<file path="config.mk">
export PLATFORM = sky130hd
export DESIGN_NAME = averaged_pump_hysteresis_control_flat
export DESIGN_NICKNAME = d
export VERILOG_FILES = /design/src/apc_pkg.sv /design/src/apc_if.sv /design/src/apc_ctrl.sv /design/src/apc_rsp_buf.sv /design/src/averaged_pump_hysteresis_control.sv /design/src/flat_wrapper.sv
export SDC_FILE = /design/constraint.sdc
export NUM_CORES = 1
export LEC_CHECK = 0
export BUFFER_PORTS_ARGS = -buffer_cell sky130_fd_sc_hd__buf_2
export CORE_MARGIN = 2
export CORE_UTILIZATION = 62
export DETAILED_ROUTE_END_ITERATION = 16
export PLACE_DENSITY = 0.81
export SLEW_MARGIN = 20
export SYNTH_ARGS = -nofsm -noshare
export SYNTH_HDL_FRONTEND = slang
export SYNTH_SLANG_ARGS = --single-unit
</file>
<file path="constraint.sdc">
create_clock -name clock -period 12.7 [get_ports clock]
set_input_delay 2.54 -clock clock [delete_from_list [all_inputs] [get_ports clock]]
set_output_delay 2.54 -clock clock [all_outputs]
set_load 0.01 [all_outputs]
</file>
<file path="src/apc_pkg.sv">
// ----------------------------------------------------------------------------
// apc_pkg: shared types and constants
// Codes, round constants and the result record of the averaged pump
// hysteresis controller.
// ----------------------------------------------------------------------------
package apc_pkg;

   // transaction kinds on the request channel
   localparam logic KIND_TICK   = 1'b0;
   localparam logic KIND_SAMPLE = 1'b1;

   // channel codes reported in next_channel
   localparam logic [1:0] CHAN_PRESSURE = 2'd0;
   localparam logic [1:0] CHAN_LOW      = 2'd1;
   localparam logic [1:0] CHAN_HIGH     = 2'd2;

   // tick period after reset
   localparam logic [7:0] PERIOD_RESET = 8'd250;

   // sample counter within one acquisition round
   localparam int         IDX_BITS      = 4;
   localparam logic [3:0] PRESSURE_END  = 4'd5;
   localparam logic [3:0] LOW_END       = 4'd10;
   localparam logic [3:0] ROUND_LEN     = 4'd15;

   // divide by five as multiply by reciprocal, exact for sums below 2^16
   localparam int          DIV5_BITS  = 16;
   localparam logic [15:0] DIV5_RECIP = 16'hCCCD;
   localparam int          DIV5_SHIFT = 18;

   // fixed port widths
   localparam int VALUE_BITS = 10;

   typedef struct packed {
      logic                  motor_drive;
      logic                  acquiring;
      logic [1:0]            next_channel;
      logic [VALUE_BITS-1:0] pressure_avg;
      logic [VALUE_BITS-1:0] low_setpoint_avg;
      logic [VALUE_BITS-1:0] high_setpoint_avg;
      logic                  round_done;
   } rsp_type;

endpackage

</file>
<file path="src/apc_if.sv">
// ----------------------------------------------------------------------------
// apc_if: request and response channels
// Valid/ready channels carrying the controller's input and result items.
// ----------------------------------------------------------------------------
interface apc_req_if;
   logic       valid;
   logic       ready;
   logic       kind;
   logic [9:0] sample_value;

   modport source (output valid, output kind, output sample_value, input ready);
   modport sink   (input valid, input kind, input sample_value, output ready);
endinterface

interface apc_rsp_if;
   logic       valid;
   logic       ready;
   logic       motor_drive;
   logic       acquiring;
   logic [1:0] next_channel;
   logic [9:0] pressure_avg;
   logic [9:0] low_setpoint_avg;
   logic [9:0] high_setpoint_avg;
   logic       round_done;

   modport source (output valid, output motor_drive, output acquiring,
                   output next_channel, output pressure_avg, output low_setpoint_avg,
                   output high_setpoint_avg, output round_done, input ready);
   modport sink   (input valid, input motor_drive, input acquiring,
                   input next_channel, input pressure_avg, input low_setpoint_avg,
                   input high_setpoint_avg, input round_done, output ready);
endinterface

</file>
<file path="src/apc_ctrl.sv">
// ----------------------------------------------------------------------------
// apc_ctrl: tick countdown, sample averaging and hysteresis decision
// Updates all controller state for one accepted transaction per cycle and
// forms the matching result record.
// ----------------------------------------------------------------------------
module apc_ctrl #(
   parameter int SAMPLE_BITS = 10
) (
   input  logic             clock,
   input  logic             reset,
   input  logic             csr_wr_en,
   input  logic [7:0]       csr_wr_data,
   input  logic             accept,
   input  logic             kind,
   input  logic [9:0]       sample_value,
   output apc_pkg::rsp_type rsp_data
);

   localparam int SUM_BITS  = SAMPLE_BITS + 3;
   localparam int IN_BITS   = (SAMPLE_BITS < apc_pkg::VALUE_BITS) ?
                              SAMPLE_BITS : apc_pkg::VALUE_BITS;
   localparam int PROD_BITS = SUM_BITS + apc_pkg::DIV5_BITS;
   localparam int IB        = apc_pkg::IDX_BITS;

   logic [7:0]             tick_period_ff, tick_period_in;
   logic [7:0]             tick_count_ff, tick_count_in;
   logic                   in_round_ff, in_round_in;
   logic [IB-1:0]          sample_index_ff, sample_index_in;
   logic [SUM_BITS-1:0]    sum_ff, sum_in;
   logic [SAMPLE_BITS-1:0] pressure_ff, pressure_in;
   logic [SAMPLE_BITS-1:0] low_ff, low_in;
   logic [SAMPLE_BITS-1:0] high_ff, high_in;
   logic                   motor_ff, motor_in;
   logic                   done;

   logic [SAMPLE_BITS-1:0] sample_ext;
   logic [SUM_BITS-1:0]    sum_add;
   logic [IB-1:0]          idx_inc;
   logic [PROD_BITS-1:0]   prod;
   logic [SAMPLE_BITS-1:0] avg;
   logic [7:0]             count_dec;

   // take the low sample bits and extend into the running sum
   assign sample_ext = SAMPLE_BITS'(sample_value[IN_BITS-1:0]);
   assign sum_add    = sum_ff + SUM_BITS'(sample_ext);
   assign idx_inc    = sample_index_ff + IB'(1);

   // average of five: multiply by reciprocal, keep the quotient bits
   assign prod = PROD_BITS'(sum_add) * PROD_BITS'(apc_pkg::DIV5_RECIP);
   assign avg  = prod[apc_pkg::DIV5_SHIFT +: SAMPLE_BITS];

   // count down, hold at zero
   assign count_dec = (tick_count_ff != 8'd0) ? tick_count_ff - 8'd1 : tick_count_ff;

   // next state for one transaction
   always_comb begin
      tick_period_in  = csr_wr_en ? csr_wr_data : tick_period_ff;
      tick_count_in   = tick_count_ff;
      in_round_in     = in_round_ff;
      sample_index_in = sample_index_ff;
      sum_in          = sum_ff;
      pressure_in     = pressure_ff;
      low_in          = low_ff;
      high_in         = high_ff;
      motor_in        = motor_ff;
      done            = 1'b0;
      if (accept) begin
         if (kind == apc_pkg::KIND_TICK) begin
            // ticks advance the countdown only between rounds
            if (!in_round_ff) begin
               tick_count_in = count_dec;
               if (count_dec == 8'd0) begin
                  in_round_in     = 1'b1;
                  sample_index_in = '0;
                  sum_in          = '0;
               end
            end
         end else if (in_round_ff) begin
            sum_in          = sum_add;
            sample_index_in = idx_inc;
            // close a group of five and latch its average
            if (idx_inc == apc_pkg::PRESSURE_END || idx_inc == apc_pkg::LOW_END ||
                idx_inc == apc_pkg::ROUND_LEN) begin
               sum_in = '0;
               if (idx_inc == apc_pkg::PRESSURE_END) begin
                  pressure_in = avg;
               end else if (idx_inc == apc_pkg::LOW_END) begin
                  low_in = avg;
               end else begin
                  high_in = avg;
               end
            end
            // end of round: decide motor and reload the countdown
            if (idx_inc >= apc_pkg::ROUND_LEN) begin
               motor_in        = (pressure_in > high_in) &&
                                 (motor_ff || (pressure_in > low_in));
               in_round_in     = 1'b0;
               sample_index_in = '0;
               tick_count_in   = tick_period_ff;
               done            = 1'b1;
            end
         end
      end
   end

   // build the result record from the updated state
   always_comb begin
      rsp_data.motor_drive  = motor_in;
      rsp_data.acquiring    = in_round_in;
      rsp_data.next_channel = apc_pkg::CHAN_PRESSURE;
      if (in_round_in) begin
         if (sample_index_in >= apc_pkg::LOW_END) begin
            rsp_data.next_channel = apc_pkg::CHAN_HIGH;
         end else if (sample_index_in >= apc_pkg::PRESSURE_END) begin
            rsp_data.next_channel = apc_pkg::CHAN_LOW;
         end
      end
      rsp_data.pressure_avg      = apc_pkg::VALUE_BITS'(pressure_in);
      rsp_data.low_setpoint_avg  = apc_pkg::VALUE_BITS'(low_in);
      rsp_data.high_setpoint_avg = apc_pkg::VALUE_BITS'(high_in);
      rsp_data.round_done        = done;
   end

   // state registers
   always_ff @(posedge clock) begin
      if (reset) begin
         tick_period_ff  <= apc_pkg::PERIOD_RESET;
         tick_count_ff   <= apc_pkg::PERIOD_RESET;
         in_round_ff     <= 1'b0;
         sample_index_ff <= '0;
         sum_ff          <= '0;
         pressure_ff     <= '0;
         low_ff          <= '0;
         high_ff         <= '0;
         motor_ff        <= 1'b0;
      end else begin
         tick_period_ff  <= tick_period_in;
         tick_count_ff   <= tick_count_in;
         in_round_ff     <= in_round_in;
         sample_index_ff <= sample_index_in;
         sum_ff          <= sum_in;
         pressure_ff     <= pressure_in;
         low_ff          <= low_in;
         high_ff         <= high_in;
         motor_ff        <= motor_in;
      end
   end

   // sample counter rests at zero between rounds
   a_idle_index: assert property (@(posedge clock) disable iff (reset)
      !in_round_ff |-> sample_index_ff == '0)
      else $error("sample index nonzero outside a round");

   // sample counter never reaches the round length
   a_index_range: assert property (@(posedge clock) disable iff (reset)
      sample_index_ff < apc_pkg::ROUND_LEN)
      else $error("sample index out of range");

   // a finished round closes and reloads the countdown
   a_round_reload: assert property (@(posedge clock) disable iff (reset)
      done |=> !in_round_ff && tick_count_ff == $past(tick_period_ff))
      else $error("round end did not reload countdown");

endmodule

</file>
<file path="src/apc_rsp_buf.sv">
// ----------------------------------------------------------------------------
// apc_rsp_buf: two-entry result buffer
// Holds result records so a new transaction is taken while an earlier
// result still waits on the response channel.
// ----------------------------------------------------------------------------
module apc_rsp_buf (
   input  logic             clock,
   input  logic             reset,
   input  logic             push,
   input  apc_pkg::rsp_type push_data,
   output logic             room,
   output logic             out_valid,
   input  logic             out_ready,
   output apc_pkg::rsp_type out_data
);

   apc_pkg::rsp_type mem_ff [2];
   logic             wr_ptr_ff, wr_ptr_in;
   logic             rd_ptr_ff, rd_ptr_in;
   logic [1:0]       count_ff, count_in;
   logic             pop;

   assign room      = (count_ff != 2'd2);
   assign out_valid = (count_ff != 2'd0);
   assign out_data  = mem_ff[rd_ptr_ff];
   assign pop       = out_valid && out_ready;

   // advance pointers and occupancy
   always_comb begin
      wr_ptr_in = push ? ~wr_ptr_ff : wr_ptr_ff;
      rd_ptr_in = pop ? ~rd_ptr_ff : rd_ptr_ff;
      count_in  = count_ff + 2'(push) - 2'(pop);
   end

   // store pushed records
   always_ff @(posedge clock) begin
      if (push) begin
         mem_ff[wr_ptr_ff] <= push_data;
      end
   end

   always_ff @(posedge clock) begin
      if (reset) begin
         wr_ptr_ff <= 1'b0;
         rd_ptr_ff <= 1'b0;
         count_ff  <= 2'd0;
      end else begin
         wr_ptr_ff <= wr_ptr_in;
         rd_ptr_ff <= rd_ptr_in;
         count_ff  <= count_in;
      end
   end

   // never push into a full buffer
   a_no_overflow: assert property (@(posedge clock) disable iff (reset)
      push |-> count_ff != 2'd2)
      else $error("push into full result buffer");

   // occupancy stays within two entries
   a_count_range: assert property (@(posedge clock) disable iff (reset)
      count_ff != 2'd3)
      else $error("result buffer occupancy out of range");

   // hold the head record while it waits on the response channel
   a_hold_head: assert property (@(posedge clock) disable iff (reset)
      out_valid && !out_ready |=> out_valid && $stable(out_data))
      else $error("waiting result record changed");

endmodule

</file>
<file path="src/averaged_pump_hysteresis_control.sv">
// ----------------------------------------------------------------------------
// averaged_pump_hysteresis_control: averaged bang-bang pump controller
// Counts millisecond ticks, averages fifteen converter samples per round and
// switches the pump motor with hysteresis between two setpoints.
// ----------------------------------------------------------------------------
//
//   Channel   Direction  Handshake            Contents
//   req_chan  in         valid/ready          kind, sample_value
//   rsp_chan  out        valid/ready          motor, round state, averages
//   csr_*     in         csr_wr_en            tick_period (8 bits)
//
// One transaction is accepted per cycle whenever the result buffer has room.
// All arithmetic (sum, divide by five via reciprocal, compares) sits between
// the request accept and the two-entry result buffer.
// req_chan.ready drops only while both result buffer entries are waiting.
// Synchronous reset restores tick_period and the countdown to 250, motor off.
//
module averaged_pump_hysteresis_control #(
   parameter int SAMPLE_BITS = 10
) (
   input  logic       clock,
   input  logic       reset,
   input  logic       csr_wr_en,
   input  logic [7:0] csr_wr_data,
   apc_req_if.sink    req_chan,
   apc_rsp_if.source  rsp_chan
);

   logic             accept;
   logic             room;
   apc_pkg::rsp_type ctrl_rsp;
   apc_pkg::rsp_type buf_rsp;

   assign req_chan.ready = room;
   assign accept         = req_chan.valid && room;

   apc_ctrl #(
      .SAMPLE_BITS (SAMPLE_BITS)
   ) u_ctrl (
      .clock        (clock),
      .reset        (reset),
      .csr_wr_en    (csr_wr_en),
      .csr_wr_data  (csr_wr_data),
      .accept       (accept),
      .kind         (req_chan.kind),
      .sample_value (req_chan.sample_value),
      .rsp_data     (ctrl_rsp)
   );

   apc_rsp_buf u_rsp_buf (
      .clock     (clock),
      .reset     (reset),
      .push      (accept),
      .push_data (ctrl_rsp),
      .room      (room),
      .out_valid (rsp_chan.valid),
      .out_ready (rsp_chan.ready),
      .out_data  (buf_rsp)
   );

   // drive the response channel fields
   assign rsp_chan.motor_drive       = buf_rsp.motor_drive;
   assign rsp_chan.acquiring         = buf_rsp.acquiring;
   assign rsp_chan.next_channel      = buf_rsp.next_channel;
   assign rsp_chan.pressure_avg      = buf_rsp.pressure_avg;
   assign rsp_chan.low_setpoint_avg  = buf_rsp.low_setpoint_avg;
   assign rsp_chan.high_setpoint_avg = buf_rsp.high_setpoint_avg;
   assign rsp_chan.round_done        = buf_rsp.round_done;

endmodule

</file>
<file path="src/flat_wrapper.sv">
// flat-port wrapper written by rule: the top's interface ports become plain ports
module averaged_pump_hysteresis_control_flat 
#(
   parameter int SAMPLE_BITS = 10
)
  (clock, reset, csr_wr_en, csr_wr_data, req_chan_valid, req_chan_kind, req_chan_sample_value, req_chan_ready, rsp_chan_valid, rsp_chan_motor_drive, rsp_chan_acquiring, rsp_chan_next_channel, rsp_chan_pressure_avg, rsp_chan_low_setpoint_avg, rsp_chan_high_setpoint_avg, rsp_chan_round_done, rsp_chan_ready);
  apc_req_if req_chan_i ();
  apc_rsp_if rsp_chan_i ();
  input  logic clock;
  input  logic reset;
  input  logic csr_wr_en;
  input  logic [7:0] csr_wr_data;
  input wire logic [$bits(req_chan_i.valid)-1:0] req_chan_valid;
  input wire logic [$bits(req_chan_i.kind)-1:0] req_chan_kind;
  input wire logic [$bits(req_chan_i.sample_value)-1:0] req_chan_sample_value;
  output wire logic [$bits(req_chan_i.ready)-1:0] req_chan_ready;
  output wire logic [$bits(rsp_chan_i.valid)-1:0] rsp_chan_valid;
  output wire logic [$bits(rsp_chan_i.motor_drive)-1:0] rsp_chan_motor_drive;
  output wire logic [$bits(rsp_chan_i.acquiring)-1:0] rsp_chan_acquiring;
  output wire logic [$bits(rsp_chan_i.next_channel)-1:0] rsp_chan_next_channel;
  output wire logic [$bits(rsp_chan_i.pressure_avg)-1:0] rsp_chan_pressure_avg;
  output wire logic [$bits(rsp_chan_i.low_setpoint_avg)-1:0] rsp_chan_low_setpoint_avg;
  output wire logic [$bits(rsp_chan_i.high_setpoint_avg)-1:0] rsp_chan_high_setpoint_avg;
  output wire logic [$bits(rsp_chan_i.round_done)-1:0] rsp_chan_round_done;
  input wire logic [$bits(rsp_chan_i.ready)-1:0] rsp_chan_ready;
  assign req_chan_i.valid = req_chan_valid;
  assign req_chan_i.kind = req_chan_kind;
  assign req_chan_i.sample_value = req_chan_sample_value;
  assign req_chan_ready = req_chan_i.ready;
  assign rsp_chan_valid = rsp_chan_i.valid;
  assign rsp_chan_motor_drive = rsp_chan_i.motor_drive;
  assign rsp_chan_acquiring = rsp_chan_i.acquiring;
  assign rsp_chan_next_channel = rsp_chan_i.next_channel;
  assign rsp_chan_pressure_avg = rsp_chan_i.pressure_avg;
  assign rsp_chan_low_setpoint_avg = rsp_chan_i.low_setpoint_avg;
  assign rsp_chan_high_setpoint_avg = rsp_chan_i.high_setpoint_avg;
  assign rsp_chan_round_done = rsp_chan_i.round_done;
  assign rsp_chan_i.ready = rsp_chan_ready;
  averaged_pump_hysteresis_control #(.SAMPLE_BITS(SAMPLE_BITS)) u_core (.clock(clock), .reset(reset), .csr_wr_en(csr_wr_en), .csr_wr_data(csr_wr_data), .req_chan(req_chan_i), .rsp_chan(rsp_chan_i));
endmodule
</file>
==> impl_metrics.toml <==
[outcome]
status = "completed"

[synthesis]
syn_area_per_cell_sq_um = 10.50
synth_edf_count = 70
synthesis.nets = 1129
ys_seq_area_share_pct = 35.46
synth_cells = 941
yosys.area_share.simple_pct = 10.65
async_flop_share_pct = 0
synth_adder_area_share_pct = 24.42
synth_top_family_by_area = "adder cells"
synthTopCellsByArea = "edfxtp_1, ha_1, dfxtp_1, fa_1, mux2_2"
ys.flop_type = "edfxtp_1"
synth_compound_area_share_pct = 10.84
synth_most_common_cell = "inv_1"
synth_xor_area_share_pct = 2.786
synth_cell_type_count = 65
synth_top_cells_by_count = "inv_1, ha_1, dfxtp_1, edfxtp_1, mux2_2"
netlist.area_leader.share_pct = 21.28
synth_area_sq_mm = 0.009879
yosys_warnings = 0
muxShareOfSynthArea_pct = 10.09
synth_area_leader_cell = "edfxtp_1"
ys_seq_elements = 140

[sta]
setup_slack_ps = 2036
hold_viol = 0
max_freq_mhz = 93.77
fin_crit_ps = 10660
finalSetupViolCount = 0
clock_skew_ps = 13.35
rsz0062_at_grt = "no"
fin_setup_tns_ps = 0
maxSlewHeadroom_pct = 32.64
period_share_pct = 83.97
slew_viol_final = 0
worstMarginPinSlew_ps = 1008

[floorplanning]
die_w_microns = 130.2
start_util_pct = 62.88
io-pin-count = 61
rows = 46
die_h_microns = 130.2
die_area_sq_mm = 0.01696
core-area_sq_mm = 0.01571

[cts]
hold_buffers = 0
cts_buffers = 17
clkLatencyLatePin_ps = 430
cts_setup_buffers = 0
cts.sinks = 140
htreeDepth = 4
clock_path_buffers = 2
tritoncts = "yes"
root_buffer = "clkbuf_16"
post_cts_resized = 0
clkTransAtPathRegs_ps = 60

[worst_setup_path]
timing.rr.end = "u_core.u_rsp_buf.mem_ff[0][34]$_DFFE_PP_"
critPathKind = "input port to register"
endpoint_kind = "register"
critPathBufInv = 4
cp.required_ps = 12860
cpMaxStageDelayCell = "fa_1"
cp_top_family = "adder cells"
cpPeakStageDelay_ps = 520
reg2reg_slack_ps = 3900
r2r_start = "u_core.u_ctrl.sum_ff[0]$_SDFFE_PP0P_"
ff2ff_path_depth = 33
crit_path_start_kind = "input port"
crit_arrival_ps = 10820
worst-path-max-fanout = 6
cpMostUsedCell = "fa_1"

[grt]
antenna_found_initial = 0
grt_use_met1_pct = 36.03
grt_pass1_wl_microns = 34930
grt_usage_pct = 26.53
top_usage_layer = "met2"
overflow = 0
grt_max_degree = 71
use_met2_pct = 44.10
met3_usage_pct = 5.371
grt_pass1_vias = 7097

[route]
drt_iter0_drc = 479
drt_drc_violations_left = 0
postRouteAntennaNets = 0
num_vias = 7023
routed_wl_microns = 21160
drtPass1Iterations = 5
routedWlPerCell_microns = 17.24
routed_via_density = 5.724

[cells_and_area]
antenna_cells = 0
area_growth_pct = 11.39
final_cells = 1227
final_core_util_pct = 70.04
final_nets = 1186
drive_gt1_share_pct = 18.20

[placed_design]
gp_congestion = 0.9551
dpl.cell_count = 1195
hpwlAfterDp_microns = 15290
dp_slack_ps = 1655
io_buffers = 60

[worst_hold_path]
min_from = "u_core.u_ctrl.sum_ff[1]$_SDFFE_PP0P_"
hold_path_depth = 2
min_path_type = "register to register"
min_to = "u_core.u_ctrl.sum_ff[1]$_SDFFE_PP0P_"

[run]
maxCapViolCount = 0

[pwr]
leakage_nw = 5.052
finalPower_mw = 1.734
ir_worst_vdd_mv = 0.1739
power_density_mw_per_mm2 = 157.5
[per-stage QoR]
step / instance area [sq um] / hold WS [ps]
final: 11000 / 478.4
after global routing: 11000 / 511.8
after CTS: 11000 / 480.3
after detailed placement: 10390 / 472.1
after global placement: 10390 / 466.2
after floorplan: 9879 / 448.6
[cell type report]
cell class,instances,area [sq um]
sequential,140,3503
fill,1123,4708
inverter,125,469.2
multi-input combinational,650,5816
clock inverter,14,186.4
clock buffer,18,429.2
tap,216,270.3
timing repair buffer,64,330.3
[state kept, by name, indices dropped and copies added, names as in the netlist, named ones only]
| signal | flops |
|---|---|
| u_core.u_rsp_buf.mem_ff | 70 |
| u_core.u_ctrl.sum_ff | 13 |
| u_core.u_ctrl.high_ff | 10 |
| u_core.u_ctrl.low_ff | 10 |
| u_core.u_ctrl.pressure_ff | 10 |
| u_core.u_ctrl.tick_count_ff | 8 |
| u_core.u_ctrl.tick_period_ff | 8 |
| u_core.u_ctrl.sample_index_ff | 4 |
| u_core.u_rsp_buf.count_ff | 2 |
| u_core.u_ctrl.in_round_ff | 1 |
| u_core.u_ctrl.motor_ff | 1 |
| u_core.u_rsp_buf.rd_ptr_ff | 1 |
| u_core.u_rsp_buf.wr_ptr_ff | 1 |
[layer usage]
metal	up-vias	share of wire, %
met1	3368	46
met4	0	1.2
met2	230	47
met5	-	0
li1	3395	-
met3	30	5.8
[cells in the final DEF, fill, tap and decap left out, types with 9 or more instances in the layout]
master / n
inv_1: 123
ha_1: 116
dfxtp_1: 70
edfxtp_1: 70
mux2_2: 69
nor2_1: 60
buf_2: 60
nand2_1: 48
fa_1: 48
a21oi_1: 43
nor2b_1: 40
mux2i_1: 22
o21ai_0: 19
xnor2_1: 19
clkbuf_16: 17
a22oi_1: 13
a21o_1: 11
nor3_1: 10
o21ai_1: 10
a211o_1: 9
[cells by family after synthesis]
kind of cell             Yosys count
AO/OA/AOI/OAI                    157
XOR/XNOR                          29
adder cells (fa/ha/maj)          164
buffers and inverters            151
flip-flops                       140
multiplexers                      91
AND/OR/NAND/NOR                  209
[worst max path at each step]
stage / from / endpoint / depth (start not counted)
after global placement: req_chan_sample_value[0] / u_core.u_rsp_buf.mem_ff[0][34]$_DFFE_PP_ / 34
final: req_chan_sample_value[0] / u_core.u_rsp_buf.mem_ff[0][34]$_DFFE_PP_ / 34
after CTS: req_chan_sample_value[0] / u_core.u_rsp_buf.mem_ff[0][34]$_DFFE_PP_ / 34
after floorplan: req_chan_sample_value[0] / u_core.u_rsp_buf.mem_ff[0][34]$_DFFE_PP_ / 33
after detailed placement: req_chan_sample_value[0] / u_core.u_rsp_buf.mem_ff[0][34]$_DFFE_PP_ / 34
after global routing: req_chan_sample_value[0] / u_core.u_rsp_buf.mem_ff[0][34]$_DFFE_PP_ / 34
[where the power goes]
group          leakage, nW  internal (mW)  total [mW]  switching [mW]
sequential            1.25          0.523       0.538          0.0153
combinational         3.51          0.262       0.679           0.417
clock                0.298          0.314       0.517           0.203
[worst min-delay path, cell delays in order (launching register included)]
cell     delay (ps)
dfxtp_1         320
nand2_1          60
a21oi_1          50
No activity file was read; power rests on OpenSTA's default activity.
